File: config.mk
export PLATFORM = sky130hd
export DESIGN_NAME = tm_transfer_frame_builder
export DESIGN_NICKNAME = d
export VERILOG_FILES = /design/src/design/tmfb_pkg.sv /design/src/design/tmfb_front.sv /design/src/design/tmfb_queue.sv /design/src/design/tmfb_back.sv /design/src/design/tm_transfer_frame_builder.sv
export VERILOG_INCLUDE_DIRS = /design/src /design/src/design
export SDC_FILE = /design/constraint.sdc
export NUM_CORES = 1
export LEC_CHECK = 0
export BUFFER_PORTS_ARGS = -buffer_cell sky130_fd_sc_hd__buf_2
export CORE_ASPECT_RATIO = 0.75
export CORE_MARGIN = 5
export CORE_UTILIZATION = 63
export DETAILED_ROUTE_END_ITERATION = 10
export PLACE_DENSITY = 0.83
export SLEW_MARGIN = 40
export SYNTH_ARGS = -nofsm -noshare
export SYNTH_HDL_FRONTEND = slang
export SYNTH_SLANG_ARGS = --single-unit
File: constraint.sdc
create_clock -name clk -period 14.5 [get_ports clk]
set_clock_uncertainty 0.1 [all_clocks]
set_input_delay 1.45 -clock clk [delete_from_list [all_inputs] [get_ports clk]]
set_output_delay 1.45 -clock clk [all_outputs]
set_load 0.03 [all_outputs]
File: src/design/tm_transfer_frame_builder_macros.svh
// ----------------------------------------------------------------------------
// Transfer frame builder assertion macros
// Shared concurrent assertion forms used across the frame builder modules.
// ----------------------------------------------------------------------------
`ifndef TM_TRANSFER_FRAME_BUILDER_MACROS_SVH
`define TM_TRANSFER_FRAME_BUILDER_MACROS_SVH

// Consequent must hold in the same cycle as the antecedent.
`define TMFB_ASSERT_NOW(label, clk, rst_n, ante, cons, msg) \
  label: assert property (@(posedge clk) disable iff (!rst_n) (ante) |-> (cons)) \
    else $error(msg);

// Consequent must hold in the cycle after the antecedent.
`define TMFB_ASSERT_NEXT(label, clk, rst_n, ante, cons, msg) \
  label: assert property (@(posedge clk) disable iff (!rst_n) (ante) |=> (cons)) \
    else $error(msg);

`endif

File: src/design/tmfb_pkg.sv
// ----------------------------------------------------------------------------
// Transfer frame builder package
// Shared types, register indexes and the CRC-16-CCITT byte update.
// ----------------------------------------------------------------------------
package tmfb_pkg;

  localparam logic [7:0]  IDLE_BYTE = 8'hE0;
  localparam logic [15:0] CRC_INIT  = 16'hFFFF;
  localparam logic [15:0] CRC_POLY  = 16'h1021;
  localparam logic [11:0] FRAME_LENGTH_RST = 12'd1115;

  typedef enum logic [2:0] {
    REG_SCID            = 3'd0,
    REG_VIRTUAL_CHANNEL = 3'd1,
    REG_FRAME_OPTIONS   = 3'd2,
    REG_FRAME_LENGTH    = 3'd3,
    REG_SEC_HDR_LENGTH  = 3'd4,
    REG_OCF_WORD        = 3'd5,
    REG_FIRST_HDR_PTR   = 3'd6
  } tmfb_reg_t;

  // frame_options bits
  localparam int OPT_OCF  = 0;
  localparam int OPT_SEC  = 1;
  localparam int OPT_SYNC = 2;
  localparam int OPT_CRC  = 3;

  typedef struct packed {
    logic [9:0]  scid;
    logic [2:0]  virtual_channel;
    logic [3:0]  frame_options;
    logic [11:0] frame_length;
    logic [5:0]  sec_header_length;
    logic [31:0] ocf_word;
    logic [10:0] first_header_pointer;
  } tmfb_cfg_t;

  // What the back end does with a queued slot
  typedef enum logic [1:0] {
    KIND_PLAIN  = 2'd0,
    KIND_CRC_HI = 2'd1,
    KIND_CRC_LO = 2'd2
  } tmfb_kind_t;

  typedef struct packed {
    tmfb_kind_t kind;
    logic [7:0] frame_byte;
    logic       frame_end;
    logic       data_taken;
  } tmfb_cmd_t;

  function automatic logic [15:0] crc_byte(input logic [15:0] crc, input logic [7:0] b);
    logic [15:0] c;
    c = crc ^ {b, 8'h00};
    for (int i = 0; i < 8; i++) begin
      if (c[15]) begin
        c = {c[14:0], 1'b0} ^ CRC_POLY;
      end else begin
        c = {c[14:0], 1'b0};
      end
    end
    return c;
  endfunction

endpackage

File: src/design/tmfb_front.sv
// ----------------------------------------------------------------------------
// Transfer frame builder front end
// Tracks the frame position and classifies each slot into a queued command.
// ----------------------------------------------------------------------------
`include "tm_transfer_frame_builder_macros.svh"

module tmfb_front #(
  parameter int MAX_FRAME_BYTES = 2048
) (
  input  logic               clk,
  input  logic               rst_n,
  input  tmfb_pkg::tmfb_cfg_t cfg,
  input  logic               accept,
  input  logic               data_valid,
  input  logic [7:0]         data_byte,
  input  logic [7:0]         master_count,
  output tmfb_pkg::tmfb_cmd_t cmd
);
  import tmfb_pkg::*;

  localparam int CAP   = (MAX_FRAME_BYTES < 4095) ? MAX_FRAME_BYTES : 4095;
  localparam int SPAN  = (CAP > 76) ? CAP : 76;
  localparam int POS_W = $clog2(SPAN + 1);
  localparam logic [11:0] CAP_L = 12'(CAP);

  logic [POS_W-1:0] pos_r, pos_nxt;
  logic             fin_r, fin_nxt;
  logic [7:0]       mc_r, mc_nxt;

  logic             ocf_on, sec_on, sync_on, crc_on;
  logic [11:0]      len12;
  logic [POS_W-1:0] len, hdr, trl, ocf_len, ht, data_end, total, ocf_end, koff;
  logic [POS_W:0]   p1;
  logic             last;

  always_comb begin
    ocf_on  = cfg.frame_options[OPT_OCF];
    sec_on  = cfg.frame_options[OPT_SEC];
    sync_on = cfg.frame_options[OPT_SYNC];
    crc_on  = cfg.frame_options[OPT_CRC];

    len12   = (cfg.frame_length > CAP_L) ? CAP_L : cfg.frame_length;
    len     = POS_W'(len12);
    hdr     = sec_on ? POS_W'(7 + int'(cfg.sec_header_length)) : POS_W'(6);
    ocf_len = ocf_on ? POS_W'(4) : '0;
    trl     = ocf_len + (crc_on ? POS_W'(2) : '0);
    ht      = hdr + trl;
    // data field shrinks to nothing when headers and trailer fill the frame
    data_end = (len > ht) ? (len - trl) : hdr;
    total    = (len > ht) ? len : ht;
    ocf_end  = data_end + ocf_len;
    koff     = pos_r - data_end;
    p1       = {1'b0, pos_r} + 1'b1;
    last     = (p1 >= {1'b0, total});

    cmd.kind       = KIND_PLAIN;
    cmd.frame_byte = IDLE_BYTE;
    cmd.data_taken = 1'b0;
    cmd.frame_end  = last;
    fin_nxt        = fin_r;
    mc_nxt         = mc_r;

    priority if (pos_r == POS_W'(0)) begin
      mc_nxt         = master_count;
      cmd.frame_byte = {2'b00, cfg.scid[9:4]};
    end else if (pos_r == POS_W'(1)) begin
      cmd.frame_byte = {cfg.scid[3:0], cfg.virtual_channel, ocf_on};
    end else if (pos_r == POS_W'(2)) begin
      cmd.frame_byte = mc_r;
    end else if (pos_r == POS_W'(3)) begin
      cmd.frame_byte = 8'h00;
    end else if (pos_r == POS_W'(4)) begin
      // packet order bit stays clear, segment length id is all ones
      cmd.frame_byte = {sec_on, sync_on, 1'b0, 2'b11, cfg.first_header_pointer[10:8]};
    end else if (pos_r == POS_W'(5)) begin
      cmd.frame_byte = cfg.first_header_pointer[7:0];
    end else if (pos_r < hdr) begin
      if (pos_r == POS_W'(6)) begin
        cmd.frame_byte = {2'b00, cfg.sec_header_length};
      end else begin
        cmd.frame_byte = data_byte;
        cmd.data_taken = 1'b1;
      end
    end else if (pos_r < data_end) begin
      if (!fin_r && data_valid) begin
        cmd.frame_byte = data_byte;
        cmd.data_taken = 1'b1;
      end else begin
        fin_nxt = 1'b1;
      end
    end else if (pos_r < ocf_end) begin
      unique case (koff[1:0])
        2'd0:    cmd.frame_byte = cfg.ocf_word[31:24];
        2'd1:    cmd.frame_byte = cfg.ocf_word[23:16];
        2'd2:    cmd.frame_byte = cfg.ocf_word[15:8];
        default: cmd.frame_byte = cfg.ocf_word[7:0];
      endcase
    end else if (crc_on) begin
      cmd.kind = (pos_r == ocf_end) ? KIND_CRC_HI : KIND_CRC_LO;
    end else begin
      cmd.frame_byte = IDLE_BYTE;
    end

    if (last) begin
      pos_nxt = '0;
      fin_nxt = 1'b0;
    end else begin
      pos_nxt = p1[POS_W-1:0];
    end
  end

  always_ff @(posedge clk) begin
    if (!rst_n) begin
      pos_r <= '0;
      fin_r <= 1'b0;
      mc_r  <= '0;
    end else if (accept) begin
      pos_r <= pos_nxt;
      fin_r <= fin_nxt;
      mc_r  <= mc_nxt;
    end
  end

  // data stops only inside the data field, never on the first header byte
  `TMFB_ASSERT_NOW(a_fin_pos, clk, rst_n, fin_r, pos_r != POS_W'(0), "idle flag set at frame start")
  `TMFB_ASSERT_NEXT(a_wrap, clk, rst_n, accept && last, pos_r == POS_W'(0), "position did not wrap")

endmodule

File: src/design/tmfb_queue.sv
// ----------------------------------------------------------------------------
// Transfer frame builder command queue
// Two-entry queue that decouples the front end from the back end.
// ----------------------------------------------------------------------------
`include "tm_transfer_frame_builder_macros.svh"

module tmfb_queue (
  input  logic                clk,
  input  logic                rst_n,
  input  logic                push,
  input  tmfb_pkg::tmfb_cmd_t push_cmd,
  output logic                full,
  input  logic                pop,
  output logic                not_empty,
  output tmfb_pkg::tmfb_cmd_t head
);
  import tmfb_pkg::*;

  tmfb_cmd_t  mem_r [2];
  logic       wr_ptr_r, rd_ptr_r;
  logic [1:0] cnt_r, cnt_nxt;

  assign full      = (cnt_r == 2'd2);
  assign not_empty = (cnt_r != 2'd0);
  assign head      = mem_r[rd_ptr_r];

  always_comb begin
    cnt_nxt = cnt_r;
    if (push && !pop) begin
      cnt_nxt = cnt_r + 2'd1;
    end else if (pop && !push) begin
      cnt_nxt = cnt_r - 2'd1;
    end
  end

  always_ff @(posedge clk) begin
    if (push) begin
      mem_r[wr_ptr_r] <= push_cmd;
    end
  end

  always_ff @(posedge clk) begin
    if (!rst_n) begin
      wr_ptr_r <= 1'b0;
      rd_ptr_r <= 1'b0;
      cnt_r    <= 2'd0;
    end else begin
      if (push) begin
        wr_ptr_r <= ~wr_ptr_r;
      end
      if (pop) begin
        rd_ptr_r <= ~rd_ptr_r;
      end
      cnt_r <= cnt_nxt;
    end
  end

  `TMFB_ASSERT_NOW(a_no_overflow, clk, rst_n, push, !full, "push into full queue")
  `TMFB_ASSERT_NOW(a_no_underflow, clk, rst_n, pop, not_empty, "pop from empty queue")
  `TMFB_ASSERT_NOW(a_ptr_cnt, clk, rst_n, cnt_r == 2'd1, wr_ptr_r != rd_ptr_r, "pointers disagree with count")

endmodule

File: src/design/tmfb_back.sv
// ----------------------------------------------------------------------------
// Transfer frame builder back end
// Runs the frame CRC, fills in the CRC bytes and drives the output register.
// ----------------------------------------------------------------------------
`include "tm_transfer_frame_builder_macros.svh"

module tmfb_back (
  input  logic                clk,
  input  logic                rst_n,
  input  logic                q_not_empty,
  input  tmfb_pkg::tmfb_cmd_t q_head,
  output logic                q_pop,
  output logic                out_tvalid,
  input  logic                out_tready,
  output logic [7:0]          out_tdata,   // [7:0] frame_byte
  output logic                out_tlast,   // frame_end
  output logic [0:0]          out_tuser    // [0] data_taken
);
  import tmfb_pkg::*;

  logic [15:0] crc_r, crc_nxt;
  logic        vld_r;
  logic [7:0]  byte_r, byte_nxt;
  logic        last_r, taken_r;

  assign q_pop = q_not_empty && (!vld_r || out_tready);

  always_comb begin
    crc_nxt  = crc_r;
    byte_nxt = q_head.frame_byte;
    unique case (q_head.kind)
      KIND_CRC_HI: byte_nxt = crc_r[15:8];
      KIND_CRC_LO: byte_nxt = crc_r[7:0];
      default:     crc_nxt  = crc_byte(crc_r, q_head.frame_byte);
    endcase
    // restart the CRC for the next frame
    if (q_head.frame_end) begin
      crc_nxt = CRC_INIT;
    end
  end

  always_ff @(posedge clk) begin
    if (!rst_n) begin
      crc_r <= CRC_INIT;
      vld_r <= 1'b0;
    end else begin
      if (q_pop) begin
        crc_r <= crc_nxt;
        vld_r <= 1'b1;
      end else if (out_tready) begin
        vld_r <= 1'b0;
      end
    end
  end

  always_ff @(posedge clk) begin
    if (q_pop) begin
      byte_r  <= byte_nxt;
      last_r  <= q_head.frame_end;
      taken_r <= q_head.data_taken;
    end
  end

  assign out_tvalid   = vld_r;
  assign out_tdata    = byte_r;
  assign out_tlast    = last_r;
  assign out_tuser[0] = taken_r;

  `TMFB_ASSERT_NEXT(a_crc_restart, clk, rst_n, q_pop && q_head.frame_end, crc_r == CRC_INIT, "CRC not restarted after frame end")

endmodule

File: src/design/tm_transfer_frame_builder.sv
// ----------------------------------------------------------------------------
// Telemetry transfer frame builder
// Emits one transfer frame byte per input transaction: primary header,
// optional secondary header, data or idle fill, optional OCF and CRC-16.
// ----------------------------------------------------------------------------
// Channel  Direction  Payload
// in_      slave      tdata[7:0] data_byte, tdata[15:8] master_count, tuser[0] data_valid
// out_     master     tdata[7:0] frame_byte, tlast frame_end, tuser[0] data_taken
// cfg_     slave      cfg_index register index, cfg_data write value, always ready
//
// One input transaction per cycle while in_tready is high, one result per input;
// the front end writes each input into the queue, and the back end moves it into
// the output register. The rate is set by the front end position counter and the
// CRC byte update in the back end, each advancing once per cycle unless stalled.
// Reset is synchronous and active low; no clearing pass is needed.
// A stalled output fills the two-entry queue, after which in_tready drops.
// ----------------------------------------------------------------------------
module tm_transfer_frame_builder #(
  parameter int MAX_FRAME_BYTES = 2048
) (
  input  logic        clk,
  input  logic        rst_n,
  input  logic        in_tvalid,
  output logic        in_tready,
  input  logic [15:0] in_tdata,    // [7:0] data_byte, [15:8] master_count
  input  logic [0:0]  in_tuser,    // [0] data_valid
  output logic        out_tvalid,
  input  logic        out_tready,
  output logic [7:0]  out_tdata,   // [7:0] frame_byte
  output logic        out_tlast,   // frame_end
  output logic [0:0]  out_tuser,   // [0] data_taken
  input  logic        cfg_valid,
  output logic        cfg_ready,
  input  logic [2:0]  cfg_index,
  input  logic [31:0] cfg_data
);
  import tmfb_pkg::*;

  tmfb_cfg_t cfg_r;
  tmfb_cmd_t front_cmd, q_head;
  logic      in_accept, q_full, q_not_empty, q_pop;

  assign cfg_ready = 1'b1;
  assign in_tready = !q_full;
  assign in_accept = in_tvalid && in_tready;

  always_ff @(posedge clk) begin
    if (!rst_n) begin
      cfg_r.scid                 <= '0;
      cfg_r.virtual_channel      <= '0;
      cfg_r.frame_options        <= '0;
      cfg_r.frame_length         <= FRAME_LENGTH_RST;
      cfg_r.sec_header_length    <= '0;
      cfg_r.ocf_word             <= '0;
      cfg_r.first_header_pointer <= '0;
    end else if (cfg_valid) begin
      unique case (cfg_index)
        REG_SCID:            cfg_r.scid                 <= cfg_data[9:0];
        REG_VIRTUAL_CHANNEL: cfg_r.virtual_channel      <= cfg_data[2:0];
        REG_FRAME_OPTIONS:   cfg_r.frame_options        <= cfg_data[3:0];
        REG_FRAME_LENGTH:    cfg_r.frame_length         <= cfg_data[11:0];
        REG_SEC_HDR_LENGTH:  cfg_r.sec_header_length    <= cfg_data[5:0];
        REG_OCF_WORD:        cfg_r.ocf_word             <= cfg_data;
        REG_FIRST_HDR_PTR:   cfg_r.first_header_pointer <= cfg_data[10:0];
        default: ;  // drop writes to unmapped indexes
      endcase
    end
  end

  tmfb_front #(
    .MAX_FRAME_BYTES(MAX_FRAME_BYTES)
  ) u_front (
    .clk          (clk),
    .rst_n        (rst_n),
    .cfg          (cfg_r),
    .accept       (in_accept),
    .data_valid   (in_tuser[0]),
    .data_byte    (in_tdata[7:0]),
    .master_count (in_tdata[15:8]),
    .cmd          (front_cmd)
  );

  tmfb_queue u_queue (
    .clk       (clk),
    .rst_n     (rst_n),
    .push      (in_accept),
    .push_cmd  (front_cmd),
    .full      (q_full),
    .pop       (q_pop),
    .not_empty (q_not_empty),
    .head      (q_head)
  );

  tmfb_back u_back (
    .clk         (clk),
    .rst_n       (rst_n),
    .q_not_empty (q_not_empty),
    .q_head      (q_head),
    .q_pop       (q_pop),
    .out_tvalid  (out_tvalid),
    .out_tready  (out_tready),
    .out_tdata   (out_tdata),
    .out_tlast   (out_tlast),
    .out_tuser   (out_tuser)
  );

endmodule
-- After elaboration in Yosys (flattened, before gate mapping)
Memory sizes are Yosys's and may differ from the RTL's. A register that Yosys moved wholly into a read port is not among the register bits.
Cells that the tools add are included.
- add/sub/neg operators: 9
- multipliers: 0
- div/mod/pow operators: 0
- magnitude comparators: 6
- equality and inequality tests: 27
- shift operators: 0
- muxes and demuxes: 76
- bitwise logic cells: 11
- reduce and logical (&&, ||, !) cells: 29
- operator list (kind ; number):
    16-bit two-way mux ; 9
    13-bit two-way mux ; 8
    8-bit two-way mux ; 11
    12-bit two-way mux ; 5
    12-bit by 3-bit equality test with 1-bit output (second input constant) ; 3
    12-bit less-than comparator ; 3
    2-bit two-way mux ; 14
    1-bit two-way mux ; 26
    12-bit adder ; 2
    12-bit by 2-bit equality test with 1-bit output (second input constant) ; 2
    3-bit NOT ; 8
    8-bit case mux with 3 select lines ; 1
    2-bit by 1-bit inequality test with 1-bit output (second input constant) ; 9
    2-bit AND reduction ; 9
    8-bit case mux with 2 select lines ; 1
    16-bit bitwise XOR ; 1
    12-bit by 1-bit adder with 13-bit output (second input constant) ; 1
    13-bit by 12-bit greater-or-equal comparator with 1-bit output ; 1
    12-bit by 3-bit adder with 12-bit output ; 1
    12-bit by 1-bit equality test with 1-bit output (second input constant) ; 1
    12-bit equality test ; 1
    12-bit greater-than comparator ; 1
    12-bit greater-than comparator (second input constant) ; 1
    12-bit zero test ; 1
    20 further kinds ; 38
- register bits after elaboration: 130
- bits in latches: 0
- RAM bits: 24
- memory bits (read-only): 0
- input bits: 57
- output and inout bits: 13
- word-level logic and storage cells: 177
- memories kept: 1
- memories (memory ; depth ; width ; rd ports ; clocked after memory_dff ; write ports ; RTL line ; RTL):
    u_queue.mem_r ; 2 ; 12 ; 1 ; 1 ; 1 ; tmfb_queue.sv:19 ; tmfb_cmd_t mem_r [2];

-- Depth between registers and ports, before layout
- depth after elaboration: 26
- gate-level depth with buffers: 31
- gate-level depth less buffers: 30

-- Hierarchy
From an unflattened synthesis, not the netlist that was laid out.
- cells, all modules: 1085
- area total of the unflattened synthesis: 9855.7 µm²
- by module, submodules not included (module ; instances ; cells an instance ; area each (µm²) ; seq. area each (µm²)):
    tmfb_front ; 1 ; 599 ; 4428.0 ; 420.4
    tm_transfer_frame_builder ; 1 ; 306 ; 3017.9 ; 1561.5
    tmfb_back ; 1 ; 121 ; 1327.5 ; 640.6
    tmfb_queue ; 1 ; 59 ; 1082.3 ; 820.8

-- Worst setup path before layout
No wires, ideal clock.
- path type: register -> register
- from: reg cfg_r[43] in the netlist's numbering
- to: mem u_queue.mem_r[0][7] in the netlist's numbering (data pin)
- setup time: 262 ps
- arrival time: 5856 ps
- data required time: 14138 ps
- slack: 8282 ps
- cell stages (with the launch flop): 30
- cell sequence: dfxtp_1 inv_1 ha_1 nand2_1 ha_1 inv_1 fa_1 nor3_1 xnor2_1 ha_1 nand4_1 nor2_1 a211o_1 nand3_2 buf_1 nand2_1 o21ai_0 ha_1 and2_1 nand4_1 or4b_1 xnor2_1 ha_1 nand4_1 a211oi_1 a2111o_1 a211oi_1 a221oi_1 o21ai_0 a21oi_1
- RTL lines (element ; RTL line ; RTL):
    from (decl) ; tm_transfer_frame_builder.sv:39 ; tmfb_cfg_t cfg_r;
    to (decl) ; tmfb_queue.sv:19 ;

==> out/results.ini <==
[timing]
worst_slack_ps = 7330
finalSetupTns_ps = 0
period_share_pct = 49.5
tightestPinTransition_ps = 772
finalHoldViolations = 0
fmax_mhz = 139
rsz0062_at_grt = false
slew_viol_final = 0
finalSetupViolCount = 0
period_needed_ps = 7170
slew_headroom_pct = 48.4

[die]
num_io_pins = 70
dieArea_um2 = 17600
rows = 38
core_area_um2 = 14600
chipHeight_um = 116
initial_utilization_pct = 64.9
fp.dieW_um = 152

[detailed_routing]
firstDrtPassIters = 5
wl_um = 25400
drc = 0
num_vias = 8394
wl_per_cell_um = 18.8
dr.first_iter.drc_count = 837
via_per_inst = 6.24
drtAntennaViolNets = 0

[cells_and_area]
fin_nets = 1255
fin_util_pct = 71.7
area_growth_pct = 10.5
diodes = 0
final_common_cell = nand2_1
drive_gt1_share_pct = 12.1
mostFrequentLayoutCells = 195 x nand2_1, 120 x dfxtp_1, 68 x buf_2
design_area_um2 = 10500

[logic_synthesis]
synth_top_family_by_area = simple AND/OR/NAND/NOR gates
synth_area_um2 = 9470
synth_compound_area_share_pct = 19.4
ys_types = 73
yosys.area.top_type = dfxtp_1
synth.area.top_cells = dfxtp_1 26%, edfxtp_1 11%, ha_1 8.2%
async_reset_ff_share_pct = 0
synth_xor_area_share_pct = 4.35
synth_mux_area_share_pct = 6.17
ys_ff_latch = 155
synth_top_area_share_pct = 25.6
ys_seq_area_share_pct = 36.4
synthSimpleGateAreaFrac_pct = 20.6
syn_inst = 1101
synth_edf_count = 34
ys.flop_type = dfxtp_1
avgSynthCellArea_um2 = 8.60
yosys.area_share.adder_pct = 8.83
yosysWarningCount = 0

[clock_tree]
clk_latency_ps = 420
cts.repair.resized = 0
root_buffer = clkbuf_16
cts_buffers = 17
cts_hold_buf = 0
cts_tree = yes
htree_levels = 4
clk_pin_slew_worst_paths_ps = 70
postCtsSetupBuffers = 0
cts_sinks = 155
clk_path_buf_depth = 2

[worst_hold_path]
hold_path.class = flop to flop
worstHoldStart = cfg_r[26]

[placed_design]
place_ws_ps = 7210
hpwl_um = 18700
numPortBuffers = 68
gp_congestion = 0.938
dpl-instance-area_um2 = 9870

[power_and_ir_drop]
intPower_uw = 959
switching_share_pct = 35.1
clkPwrFrac_pct = 29.5
p_sw_uw = 519
pwr-share-seq_pct = 37.9
ir_drop_v = 0.0000791
p_total_mw = 1.48
power_density_nw_per_um2 = 141
leakage_nw = 4.11
comb_power_share_pct = 32.5

[critical_path]
arrival_ps = 7300
cp_max_fo = 27
rr_startpoint = cfg_r[43]
crit_path_end_kind = flop
path_class = flop to flop
critical_path_required_ps = 14630
startpoint_type = flop
crit_start = cfg_r[43]

[global_routing]
gr-total-overflow = 0
grt_max_degree = 103
antenna_found_initial = 0
grt_pass1_vias = 7555
grt_pass1_wl_um = 40200
grt.total_usage_pct = 29.3

[status]
status = complete, no violations

[job]
cap_violations = 0

-- layout make-up --
cell class              instances  area, um^2
multi-input cells             840        5650
fillers                      1165        4140
flip-flops and latches        155        3440
clock buffers                  20         468
repair buffers                 70         359
well taps                     200         250
inverters                      49         184
clock inverters                12         108
-- per-stage QoR --
| stage | std cells | hold WS [ps] |
|---|---|---|
| floorplan | 1102 | 338 |
| global placement | 1314 | 351 |
| detailed placement | 1314 | 355 |
| CTS | 1346 | 367 |
| global route | 1346 | 381 |
| finish | 1346 | 366 |
-- kinds of logic (layout without fill, tap and decap cells) --
| logic type | after synthesis | count (layout) |
|---|---|---|
| AND/OR/NAND/NOR | 408 | 408 |
| multiplexers | 48 | 48 |
| XOR/XNOR | 47 | 47 |
| flip-flops | 155 | 155 |
| buffers and inverters | 107 | 151 |
| other | 1 | 2 |
| AO/OA/AOI/OAI | 270 | 270 |
| adder cells (fa/ha/maj) | 65 | 65 |
-- power groups by stage --
stage               registers (mW)  clock network (mW)  logic [mW]
finish                       0.561               0.437       0.481
global route                 0.566               0.460       0.520
CTS                          0.560               0.439       0.473
detailed placement           0.568                   0       0.467
global placement             0.566                   0       0.454
floorplan                    0.588                   0       0.332
-- registers in the layout, summed over array words and instances, names as in the netlist, named ones only --
name	cells
u_front.pos_r	12
u_back.out_tuser	1
u_queue.cnt_r	2
u_back.out_tdata	8
cfg_r	78
u_queue.wr_ptr_r	1
u_front.fin_r	1
u_back.out_tlast	1
u_queue.rd_ptr_r	1
u_front.mc_r	8
u_back.crc_r	16
u_back.out_tvalid	1
u_queue.mem_r	24
-- cells in the mapped netlist (12+ instances only) --
| cell type | n |
|---|---|
| a21boi_0 | 65 |
| a21oi_1 | 51 |
| a221oi_1 | 15 |
| and3_1 | 18 |
| clkbuf_1 | 49 |
| dfxtp_1 | 121 |
| edfxtp_1 | 34 |
| ha_1 | 62 |
| inv_1 | 48 |
| mux2i_1 | 37 |
| nand2_1 | 195 |
| nand2b_1 | 13 |
| nand3_1 | 29 |
| nor2_1 | 49 |
| nor2b_1 | 34 |
| o21a_1 | 12 |
| o21ai_0 | 41 |
| o22ai_1 | 22 |
| xnor2_1 | 37 |
-- worst paths after layout --
check | endpoint | slack [ps] | cells past startpoint
min | cfg_r[26] | 370 | 2
max reg2reg | u_queue.mem_r[0][4] | 7330 | 26
min reg2reg | cfg_r[26] | 370 | 2
max | u_queue.mem_r[0][4] | 7330 | 26
-- worst max-delay path: stages (launching register included) --
cell and delay (ps):
dfxtp_1 430, inv_1 70, ha_1 290, nand2_1 100, ha_1 170, inv_1 50
fa_1 410, nor3_1 280, xnor2_1 120, ha_1 300, nand4_1 120, o21ai_0 340
nand3_2 510, o21ai_0 440, ha_1 280, and2_1 180, nand4_1 170, or4b_1 540
xnor2_1 150, ha_1 300, nand4_1 140, a211oi_1 80, a2111o_1 470, a211oi_2 430
a221oi_1 140, o21a_1 130, o21ai_0 230
-- routing by layer --
metal  track usage (%)  part of all wire [%]  vias up
met1              44.5                    46     3969
met5                 0                     0        -
met3              6.90                   9.9       45
met4              7.96                   2.0        0
li1                  -                     -     3981
met2              41.9                    42      399
Power figures use the tool's default switching activity.
